===== config.mk =====
export PLATFORM = sky130hd
export DESIGN_NAME = mips_itype_execute
export DESIGN_NICKNAME = d
export VERILOG_FILES = /design/src/rtl/mie_pkg.sv /design/src/rtl/mie_front.sv /design/src/rtl/mie_queue.sv /design/src/rtl/mie_back.sv /design/src/rtl/mips_itype_execute.sv
export SDC_FILE = /design/constraint.sdc
export NUM_CORES = 1
export LEC_CHECK = 0
export BUFFER_PORTS_ARGS = -buffer_cell sky130_fd_sc_hd__clkbuf_2
export CAP_MARGIN = 20
export CORE_UTILIZATION = 40
export CTS_CLUSTER_DIAMETER = 100
export DETAILED_ROUTE_END_ITERATION = 16
export PLACE_DENSITY_LB_ADDON = 0.2
export SLEW_MARGIN = 20
export SYNTH_ARGS = -nofsm -noshare
export SYNTH_HDL_FRONTEND = slang
export SYNTH_SLANG_ARGS = --single-unit
export TNS_END_PERCENT = 10

===== constraint.sdc =====
create_clock -name clk -period 10.6 [get_ports clk]
set_input_delay 1.59 -clock clk [delete_from_list [all_inputs] [get_ports clk]]
set_output_delay 1.59 -clock clk [all_outputs]
set_load 0.05 [all_outputs]

===== src/rtl/mie_pkg.sv =====
package mie_pkg;

	localparam logic [5:0] OP_BEQ   = 6'd4;
	localparam logic [5:0] OP_BNE   = 6'd5;
	localparam logic [5:0] OP_ADDI  = 6'd8;
	localparam logic [5:0] OP_SLTI  = 6'd10;
	localparam logic [5:0] OP_SLTIU = 6'd11;
	localparam logic [5:0] OP_ANDI  = 6'd12;
	localparam logic [5:0] OP_ORI   = 6'd13;
	localparam logic [5:0] OP_LUI   = 6'd15;
	localparam logic [5:0] OP_LB    = 6'd32;
	localparam logic [5:0] OP_LH    = 6'd33;
	localparam logic [5:0] OP_LW    = 6'd35;
	localparam logic [5:0] OP_LBU   = 6'd36;
	localparam logic [5:0] OP_LHU   = 6'd37;
	localparam logic [5:0] OP_SB    = 6'd40;
	localparam logic [5:0] OP_SH    = 6'd41;
	localparam logic [5:0] OP_SW    = 6'd43;

	localparam logic [3:0] FN_ADD  = 4'd0;
	localparam logic [3:0] FN_AND  = 4'd1;
	localparam logic [3:0] FN_OR   = 4'd2;
	localparam logic [3:0] FN_SLT  = 4'd3;
	localparam logic [3:0] FN_SLTU = 4'd4;
	localparam logic [3:0] FN_LUI  = 4'd5;
	localparam logic [3:0] FN_BEQ  = 4'd6;
	localparam logic [3:0] FN_BNE  = 4'd7;
	localparam logic [3:0] FN_BAD  = 4'd8;

	localparam logic [1:0] SZ_BYTE = 2'd0;
	localparam logic [1:0] SZ_HALF = 2'd1;
	localparam logic [1:0] SZ_WORD = 2'd2;

	localparam int QDepth = 2;
	localparam int QPtrW  = $clog2(QDepth);
	localparam int QCntW  = $clog2(QDepth + 1);

	typedef struct packed {
		logic [3:0]         fn;
		logic               mem_request;
		logic               mem_write;
		logic [1:0]         access_size;
		logic               load_unsigned;
		logic               is_branch;
		logic               bad_opcode;
		logic [4:0]         rs_index;
		logic [4:0]         rt_index;
		logic signed [15:0] immediate;
		logic signed [31:0] rs_value;
		logic signed [31:0] rt_value;
		logic [31:0]        current_pc;
	} uop_t;

	typedef struct packed {
		logic [31:0] result_value;
		logic [4:0]  dest_index;
		logic [4:0]  source_index;
		logic        mem_request;
		logic        mem_write;
		logic [1:0]  access_size;
		logic        load_unsigned;
		logic        is_branch;
		logic        bad_opcode;
	} res_t;

	typedef struct packed {
		logic full;
		logic empty;
	} qstat_t;

endpackage


===== src/rtl/mie_front.sv =====
module mie_front (
	input  logic                  clk,
	input  logic                  arst_n,
	input  logic                  start,
	output logic                  busy,
	input  logic [5:0]            command,
	input  logic [4:0]            rs_index,
	input  logic [4:0]            rt_index,
	input  logic signed [15:0]    immediate,
	input  logic signed [31:0]    rs_value,
	input  logic signed [31:0]    rt_value,
	input  logic [31:0]           current_pc,
	input  mie_pkg::qstat_t       qstat,
	output logic                  push,
	output mie_pkg::uop_t         push_uop
);
	import mie_pkg::*;

	logic  v_s1;
	uop_t  uop_s1;
	uop_t  dec;
	logic  accept;

	always_comb begin
		dec               = '0;
		dec.fn            = FN_BAD;
		dec.bad_opcode    = 1'b1;
		dec.rs_index      = rs_index;
		dec.rt_index      = rt_index;
		dec.immediate     = immediate;
		dec.rs_value      = rs_value;
		dec.rt_value      = rt_value;
		dec.current_pc    = current_pc;
		case (command)
			OP_ADDI:  begin dec.fn = FN_ADD;  dec.bad_opcode = 1'b0; end
			OP_ANDI:  begin dec.fn = FN_AND;  dec.bad_opcode = 1'b0; end
			OP_ORI:   begin dec.fn = FN_OR;   dec.bad_opcode = 1'b0; end
			OP_SLTI:  begin dec.fn = FN_SLT;  dec.bad_opcode = 1'b0; end
			OP_SLTIU: begin dec.fn = FN_SLTU; dec.bad_opcode = 1'b0; end
			OP_LUI:   begin dec.fn = FN_LUI;  dec.bad_opcode = 1'b0; end
			OP_BEQ: begin
				dec.fn = FN_BEQ; dec.is_branch = 1'b1; dec.bad_opcode = 1'b0;
			end
			OP_BNE: begin
				dec.fn = FN_BNE; dec.is_branch = 1'b1; dec.bad_opcode = 1'b0;
			end
			OP_LB, OP_LH, OP_LW, OP_LBU, OP_LHU, OP_SB, OP_SH, OP_SW: begin
				dec.fn            = FN_ADD;
				dec.bad_opcode    = 1'b0;
				dec.mem_request   = 1'b1;
				dec.mem_write     = command inside {OP_SB, OP_SH, OP_SW};
				dec.load_unsigned = command inside {OP_LBU, OP_LHU};
				if (command inside {OP_LW, OP_SW}) begin
					dec.access_size = SZ_WORD;
				end else if (command inside {OP_LH, OP_LHU, OP_SH}) begin
					dec.access_size = SZ_HALF;
				end else begin
					dec.access_size = SZ_BYTE;
				end
			end
			default: begin
				dec.fn         = FN_BAD;
				dec.bad_opcode = 1'b1;
			end
		endcase
	end

	assign push     = v_s1 && !qstat.full;
	assign busy     = v_s1 && qstat.full;
	assign accept   = start && !busy;
	assign push_uop = uop_s1;

	always_ff @(posedge clk or negedge arst_n) begin
		if (!arst_n) begin
			v_s1 <= 1'b0;
		end else if (accept) begin
			v_s1 <= 1'b1;
		end else if (push) begin
			v_s1 <= 1'b0;
		end
	end

	always_ff @(posedge clk) begin
		if (accept) begin
			uop_s1 <= dec;
		end
	end

endmodule


===== src/rtl/mie_queue.sv =====
module mie_queue (
	input  logic             clk,
	input  logic             arst_n,
	input  logic             push,
	input  mie_pkg::uop_t    push_uop,
	input  logic             pop,
	output mie_pkg::uop_t    pop_uop,
	output mie_pkg::qstat_t  qstat
);
	import mie_pkg::*;

	uop_t             ent_q [QDepth];
	logic [QPtrW-1:0] wr_ptr_q;
	logic [QPtrW-1:0] rd_ptr_q;
	logic [QCntW-1:0] cnt_q;
	logic             do_push;
	logic             do_pop;

	assign qstat.full  = (cnt_q == QCntW'(QDepth));
	assign qstat.empty = (cnt_q == '0);
	assign do_push     = push && !qstat.full;
	assign do_pop      = pop && !qstat.empty;
	assign pop_uop     = ent_q[rd_ptr_q];

	always_ff @(posedge clk or negedge arst_n) begin
		if (!arst_n) begin
			wr_ptr_q <= '0;
			rd_ptr_q <= '0;
			cnt_q    <= '0;
		end else begin
			if (do_push) begin
				wr_ptr_q <= (wr_ptr_q == QPtrW'(QDepth - 1)) ? '0 : wr_ptr_q + 1'b1;
			end
			if (do_pop) begin
				rd_ptr_q <= (rd_ptr_q == QPtrW'(QDepth - 1)) ? '0 : rd_ptr_q + 1'b1;
			end
			if (do_push && !do_pop) begin
				cnt_q <= cnt_q + 1'b1;
			end else if (do_pop && !do_push) begin
				cnt_q <= cnt_q - 1'b1;
			end
		end
	end

	always_ff @(posedge clk) begin
		if (do_push) begin
			ent_q[wr_ptr_q] <= push_uop;
		end
	end

endmodule


===== src/rtl/mie_back.sv =====
module mie_back (
	input  logic           clk,
	input  logic           arst_n,
	input  mie_pkg::qstat_t qstat,
	input  mie_pkg::uop_t  uop,
	output logic           pop,
	output logic           done,
	output mie_pkg::res_t  res
);
	import mie_pkg::*;

	logic [31:0] sx;
	logic [31:0] zx;
	logic [31:0] sum;
	logic [31:0] pc_tgt;
	logic        slt;
	logic        sltu;
	logic        eq;
	res_t        r;
	logic        done_q;
	res_t        res_q;

	assign pop    = !qstat.empty;
	assign sx     = {{16{uop.immediate[15]}}, uop.immediate};
	assign zx     = {16'h0000, uop.immediate};
	assign sum    = uop.rs_value + sx;
	assign pc_tgt = uop.current_pc + sx;
	assign slt    = uop.rs_value < $signed(sx);
	assign sltu   = $unsigned(uop.rs_value) < sx;
	assign eq     = (uop.rs_value == uop.rt_value);

	always_comb begin
		r               = '0;
		r.dest_index    = uop.rt_index;
		r.source_index  = uop.rs_index;
		r.mem_request   = uop.mem_request;
		r.mem_write     = uop.mem_write;
		r.access_size   = uop.access_size;
		r.load_unsigned = uop.load_unsigned;
		r.is_branch     = uop.is_branch;
		r.bad_opcode    = uop.bad_opcode;
		case (uop.fn)
			FN_ADD:  r.result_value = sum;
			FN_AND:  r.result_value = uop.rs_value & zx;
			FN_OR:   r.result_value = uop.rs_value | zx;
			FN_SLT:  r.result_value = {31'd0, slt};
			FN_SLTU: r.result_value = {31'd0, sltu};
			FN_LUI:  r.result_value = {uop.immediate, 16'h0000};
			FN_BEQ:  r.result_value = eq ? pc_tgt : uop.current_pc;
			FN_BNE:  r.result_value = eq ? uop.current_pc : pc_tgt;
			default: r.result_value = '0;
		endcase
	end

	always_ff @(posedge clk or negedge arst_n) begin
		if (!arst_n) begin
			done_q <= 1'b0;
		end else begin
			done_q <= pop;
		end
	end

	always_ff @(posedge clk) begin
		if (pop) begin
			res_q <= r;
		end
	end

	assign done = done_q;
	assign res  = res_q;

endmodule


===== src/rtl/mips_itype_execute.sv =====
// channel  | handshake           | fields
// ---------+---------------------+---------------------------------------------
// command  | start & !busy       | command, rs_index, rt_index, immediate,
//          |                     | rs_value, rt_value, current_pc
// result   | done (result valid) | result_value, dest_index, source_index,
//          |                     | mem_request, mem_write, access_size,
//          |                     | load_unsigned, is_branch, bad_opcode
//
// One transaction per cycle sustained; an accepted command passes through the
// decode register, the 2-entry queue and the execute output register, and done
// rises as the result is loaded into the output register.
// Reset clears the decode valid, queue pointers and done; payload is not reset.
// No result backpressure: the back end drains every cycle the queue is not
// empty; busy rises only if the queue fills, which this drain rate prevents.
module mips_itype_execute (
	input  logic               clk,
	input  logic               arst_n,
	input  logic               start,
	output logic               busy,
	input  logic [5:0]         command,
	input  logic [4:0]         rs_index,
	input  logic [4:0]         rt_index,
	input  logic signed [15:0] immediate,
	input  logic signed [31:0] rs_value,
	input  logic signed [31:0] rt_value,
	input  logic [31:0]        current_pc,
	output logic               done,
	output logic [31:0]        result_value,
	output logic [4:0]         dest_index,
	output logic [4:0]         source_index,
	output logic               mem_request,
	output logic               mem_write,
	output logic [1:0]         access_size,
	output logic               load_unsigned,
	output logic               is_branch,
	output logic               bad_opcode
);
	import mie_pkg::*;

	qstat_t qstat;
	logic   push;
	uop_t   push_uop;
	logic   pop;
	uop_t   pop_uop;
	res_t   res;

	mie_front u_front (
		.clk        (clk),
		.arst_n     (arst_n),
		.start      (start),
		.busy       (busy),
		.command    (command),
		.rs_index   (rs_index),
		.rt_index   (rt_index),
		.immediate  (immediate),
		.rs_value   (rs_value),
		.rt_value   (rt_value),
		.current_pc (current_pc),
		.qstat      (qstat),
		.push       (push),
		.push_uop   (push_uop)
	);

	mie_queue u_queue (
		.clk      (clk),
		.arst_n   (arst_n),
		.push     (push),
		.push_uop (push_uop),
		.pop      (pop),
		.pop_uop  (pop_uop),
		.qstat    (qstat)
	);

	mie_back u_back (
		.clk    (clk),
		.arst_n (arst_n),
		.qstat  (qstat),
		.uop    (pop_uop),
		.pop    (pop),
		.done   (done),
		.res    (res)
	);

	assign result_value  = res.result_value;
	assign dest_index    = res.dest_index;
	assign source_index  = res.source_index;
	assign mem_request   = res.mem_request;
	assign mem_write     = res.mem_write;
	assign access_size   = res.access_size;
	assign load_unsigned = res.load_unsigned;
	assign is_branch     = res.is_branch;
	assign bad_opcode    = res.bad_opcode;

endmodule

# After elaboration in Yosys (flattened, before gate mapping)
# Memory sizes are Yosys's and may differ from the RTL's.
# Index checks and enable logic that the tools add are counted.
# word_totals
reg_bits,188
mem_bits_rw,266
input_bits,131
elab_cells,105
memories,1
# classes
add_sub_neg,6
magnitude_cmp,2
n_eq_ne,25
muxes,17
n_bitwise,3
reduce_logical,23
# memory_table
name,words,width,read_ports,rd_ports_with_merged_regs,wr,line_no,rtl
u_queue.ent_q,2,133,1,0,1,mie_queue.sv:12,uop_t ent_q [QDepth];
# op_table
cell,n
32-bit one-hot mux with 8 select lines,1
32-bit adder,2
32-bit 2-to-1 mux,2
6-bit equality test (second input constant),8
6-bit by 4-bit equality test with 1-bit output (second input constant),6
32-bit by 16-bit AND with 32-bit output,1
32-bit equality test,1
32-bit by 16-bit less-than comparator with 1-bit output,1
32-bit less-than comparator,1
32-bit by 16-bit bitwise OR with 32-bit output,1
4-bit one-hot mux with 8 select lines,1
4-bit by 3-bit equality test with 1-bit output (second input constant),4
16-bit OR reduction,1
6-bit by 3-bit equality test with 1-bit output (second input constant),2
1-bit 2-to-1 mux,9
9-bit OR reduction,1
4-bit by 2-bit equality test with 1-bit output (second input constant),2
2-bit nonzero test,4
8-bit OR reduction,1
1-bit logical AND,6
2-bit 2-to-1 mux,3
3-bit nonzero test,2
5-bit 2-to-1 mux,1
4-bit by 1-bit equality test with 1-bit output (second input constant),1
9 further kinds,14

# Logic depth before layout (Yosys ltp)
# depth
ltp_word,8
ltp_mapped,22

# By module
# A second synthesis with hierarchy kept.
# hier_totals
cells_unflattened,1462
hier_area_um2,21458.1
# modules_own_cells
mod,n_inst,cells_per_inst,area_per_inst_um2,seq_area_each_um2
mie_queue,1,433,10032.1,8087.8
mie_back,1,854,7141.8,1496.4
mie_front,1,175,4284.1,4018.9

# Worst setup path before layout
# Ideal clock, no wire load.
# synth_timing
kind,register to register
from,register u_queue.cnt_q[0]
to,memory u_queue.ent_q[0][0] (netlist bit) (enable)
t_arrival_ps,6143
required_time_ps,9973
slack_ps,3830
stages_incl_launch_ff,4
n_path_buf,0
cell_sequence,dfrtp_1 > nand2b_1 > nand2_1 > nor2_1
# synth_between
elab_chain_cells,6
# synth_lines
item,line_no,rtl
start: declaration,mie_queue.sv:15,logic [QCntW-1:0] cnt_q;
start signal: assignment,mie_queue.sv:38,cnt_q <= cnt_q + 1'b1;
start signal: assignment,mie_queue.sv:40,cnt_q <= cnt_q - 1'b1;
2-bit equality test *,mie_queue.sv:19,assign qstat.full = (cnt_q == QCntW'(QDepth));
1-bit zero test *,"mie_front.sv:68, mie_queue.sv:21",
1-bit logical AND,mie_front.sv:68,assign push = v_s1 && !qstat.full;
1-bit logical AND *,mie_queue.sv:21,assign do_push = push && !qstat.full;
1-bit 2-to-1 mux *,mie_queue.sv:46,if (do_push) begin
1-bit 2-to-1 mux (not written as such) *,mie_queue.sv:47,ent_q[wr_ptr_q] <= push_uop;
end: declaration,mie_queue.sv:12,
# Every way passes the cells marked *; elsewhere a longest branch is shown, timed or not.

==> metrics.csv <==
stage,metric,value,unit
placed_design,global placer's final weighted congestion,0.912,
clock_network,CTS Buffer Depth,3,
cells_and_area,layout cell share with drive strength beyond 1,20.5,%
detailed_routing,post-DR wirelength/cell,21.2,µm
floorplan,Initial Utilization,40.7,%
timing,Fmax,181,MHz
power_and_ir_drop,Net Switching,3.61,mW
grt,first-pass GRT wire length,77300,µm
worst_setup_path,Crit Path Max Fanout,52,
clock_network,clock sinks,454,
power_and_ir_drop,Switching Fraction,42.0,%
detailed_routing,Post-Route WL,51000,µm
placed_design,post-DP HPWL,36900,µm
power_and_ir_drop,Pint,4.98,mW
grt,grt ovf,0,
grt,met1 Use GR,27.2,%
worst_setup_path,"Cell Chain, Critical Path","buf_4, mux2i_1, inv_1, ha_1, o211ai_1, o21bai_1, o221a_2, o21ai_0, a31oi_1, a31oi_1, o21ai_0, a311oi_1, a2111oi_0, nand2_1",
worst_setup_path,worst reg2reg setup slack,5090,ps
worst_setup_path,Critical-path top delay cell,dfrtp_4,
synthesis,Synth Instances,1486,
min_path,hold path cells,0,
cells_and_area,nets@finish,1934,
cells_and_area,"commonest cells after routing, fill and taps aside","edfxtp_1 (448), clkbuf_2 (181), ha_1 (111), o21ai_0 (81)",
detailed_routing,DRC marker count from the first detailed-route iteration,1077,
flow_run,max-cap violation count,0,
placed_design,Place WS,5150,ps
grt,GR Util met3,3.04,%
clock_network,worst skew pair latency,600,ps
power_and_ir_drop,Sequential Power Share,33.6,%
synthesis,share of synthesized registers carrying an async set or reset,1.32,%
detailed_routing,Vias,12688,
min_path,hold path startpoint,u_front.push_uop[115]$_DFFE_PP_,
worst_setup_path,RR Endpoint,u_back.res[48]$_DFFE_PN_,
power_and_ir_drop,VDD IR max,138,µV
synthesis,Post-synth EDFFs,448,
timing,final setup fails,0,
worst_setup_path,Critical Path RT,10920,ps
synthesis,top_reg_cell synth,edfxtp_1,
clock_network,# hold bufs at CTS,0,
detailed_routing,Pre-antenna DRT Iters,5,
min_path,Worst Hold Class,flop to flop,
cells_and_area,"commonest non-fill, non-tap cell in the layout",edfxtp_1,
power_and_ir_drop,clock power share,18.6,%
clock_network,PostCTS Resize Cnt,0,
timing,clock skew,27.1,ps
cells_and_area,ant diodes,0,
clock_network,CTS Root Cell,clkbuf_16,
grt,busiest grt layer,met2,
floorplan,num rows,83,
worst_setup_path,Startpoint Class,flop,
power_and_ir_drop,total power per unit cell area,354,mW/mm²
synthesis,Ys Warns,0,
timing,post-route setup slack,5090,ps
worst_setup_path,Setup CP Type,flop to flop,
detailed_routing,vias per inst,5.26,
power_and_ir_drop,Leak,9.26,nW
detailed_routing,Routed Antenna Nets,0,
clock_network,total CTS buffers,49,
floorplan,Die Span Y,231,µm
timing,"Slew Viols, Final",0,
timing,Final Hold Fails,0,
status,status,"complete, no violations",
grt,GR Util All Layers,19.3,%
grt,vias in the first global route,12911,
clock_network,htree depth,2,
synthesis,syn avg cell area,14.1,µm²
worst_setup_path,reg2reg start,u_queue.rd_ptr_q$_DFFE_PN0N_,
detailed_routing,DR DRC count,0,
synthesis,syn_nets,1730,
timing,crit share post-route,52.0,%
clock_network,postcts setup bufs,0,
floorplan,top-level I/O count,182,
synthesis,post-synthesis sequential area ratio,64.8,%
floorplan,Core Region,0.0516,mm²
synthesis,#FFs+latches synth,454,
worst_setup_path,Critical Path Max Stage Delay,890,ps
grt,initial antenna violation count,0,
timing,RSZ-0062 raised after global routing,false,
timing,Worst Tran Pin Value,1080,ps
synthesis,"Distinct cells, synth",68,
synthesis,"Cell Area, Synth",0.0210,mm²
clock_network,CTS tree,built,
worst_setup_path,cell depth of the worst flop-to-flop path,14,
grt,met2 GRT Util,30.3,%
power_and_ir_drop,Logic pwr share,47.8,%
timing,worst rel slew slack,27.2,%
grt,largest net degree at the start of global routing,71,
worst_setup_path,Worst Path Arrival,5830,ps
worst_setup_path,Crit. End Element,flop,
timing,setup_tns,0,ps
placed_design,Inst Count DP,2317,
clock_network,clk slew on worst S/H paths,60,ps
floorplan,Die W,231,µm
timing,Tmin final,5510,ps
cells_and_area,Finished Layout Cells,2410,
min_path,Hold Path End,u_queue.ent_q[1][115]$_DFFE_PP_,
floorplan,Die ar.,0.0534,mm²
placed_design,Port Buffers,181,
cells_and_area,Area growth syn-to-layout,15.5,%
flip-flops by register name (all words and copies together) (netlist names):
signal,flops
u_back.res,49
u_queue.cnt_q,2
u_front.v_s1,1
u_front.push_uop,133
u_queue.ent_q,266
u_queue.wr_ptr_q,1
u_back.done,1
u_queue.rd_ptr_q,1
worst max-delay path by stage:
stage / from / end / cells after the start
global route: u_queue.rd_ptr_q$_DFFE_PN0N_ / u_back.res[48]$_DFFE_PN_ / 14
detailed placement: u_queue.rd_ptr_q$_DFFE_PN0N_ / u_back.res[48]$_DFFE_PN_ / 14
global placement: u_queue.rd_ptr_q$_DFFE_PN0N_ / u_back.res[48]$_DFFE_PN_ / 14
CTS: u_queue.rd_ptr_q$_DFFE_PN0N_ / u_back.res[48]$_DFFE_PN_ / 14
finish: u_queue.rd_ptr_q$_DFFE_PN0N_ / u_back.res[48]$_DFFE_PN_ / 14
floorplan: u_queue.cnt_q[0]$_DFFE_PN0P_ / u_queue.ent_q[0][0]$_DFFE_PP_ / 3
synthesized netlist by cell type, drive strengths merged (3+ instances only):
library cell | n | area (µm²)
nor3 | 24 | 120
xor2 | 66 | 578
a21o | 22 | 165
or4 | 5 | 37.5
o221ai | 5 | 43.8
nand3 | 14 | 70.1
a21oi | 76 | 380
a222oi | 6 | 60.1
a31oi | 11 | 68.8
a221oi | 10 | 87.6
o211ai | 10 | 75.1
nand3b | 4 | 30.0
and3 | 7 | 43.8
o21ai | 81 | 405
dfrtp | 6 | 150
nand2b | 18 | 113
o21bai | 8 | 60.1
a311oi | 4 | 35.0
edfxtp | 448 | 13500
or3 | 4 | 25.0
nor2b | 8 | 50.1
mux2i | 43 | 430
nor2 | 68 | 263
ha | 111 | 1390
a22oi | 7 | 52.6
a211oi | 10 | 75.1
buf | 15 | 68.8
o22ai | 15 | 93.8
and2 | 7 | 43.8
a2111oi | 4 | 41.3
nand2 | 74 | 280
o31ai | 4 | 30.0
nand4 | 14 | 87.6
o21a | 8 | 60.1
inv | 77 | 289
clkbuf | 28 | 105
nor4 | 15 | 93.8
and4 | 3 | 26.3
xnor2 | 46 | 422
mux2 | 70 | 788
worst max-delay path: cells and delay by family, from the launching register on:
kind                       cells  cell delay [ps]
buffers and inverters          2              770
adders and majority gates      1              370
and+or+nand+nor                1              120
DFF                            1              890
muxes                          1              470
AOI/OAI and AO/OA              9             2580
power by group through the flow:
stage	logic (mW)	registers, mW	clock network (mW)
global placement	4.08	2.92	0
floorplan	2.69	3.19	0
finish	4.10	2.89	1.60
global route	4.51	2.94	1.71
detailed placement	4.07	2.93	0
CTS	4.09	2.90	1.65
layout make-up:
| cell class | count | area, µm² |
|---|---|---|
| Sequential cell | 454 | 13600 |
| Inverter | 77 | 289 |
| Clock inverter | 35 | 272 |
| Timing Repair Buffer | 196 | 1020 |
| Fill cell | 4549 | 27400 |
| Tap cell | 680 | 851 |
| Clock buffer | 56 | 1250 |
| Multi-Input combinational cell | 912 | 6950 |
kinds of logic after synthesis:
logic type,count (synthesis),synth area share (%)
AO/OA/AOI/OAI,303,9.26
XOR/XNOR,112,4.76
adder cells (fa/ha/maj),114,6.85
buffers and inverters,120,2.21
flip-flops,454,64.8
multiplexers,113,5.81
AND/OR/NAND/NOR,270,6.31
stage by stage:
stage	utilization, %	instance area, µm²	hold slack [ps]	power [mW]
after global routing	47.0	24200	451	9.16
after CTS	46.9	24200	445	8.64
final	47.0	24200	443	8.59
after floorplan	-	21000	421	5.88
after detailed placement	44.0	22700	430	7.01
after global placement	44.0	22700	422	6.99
per-layer routing:
layer / part of all wire (%) / vias to the layer above / wire, µm
met3: 4.9 / 74 / 2480
met5: 0 / - / 0
li1: - / 6057 / -
met4: 2.6 / 0 / 1300
met2: 46 / 347 / 23400
met1: 47 / 6210 / 23900
Note: power is estimated with default switching activity, not from simulation.
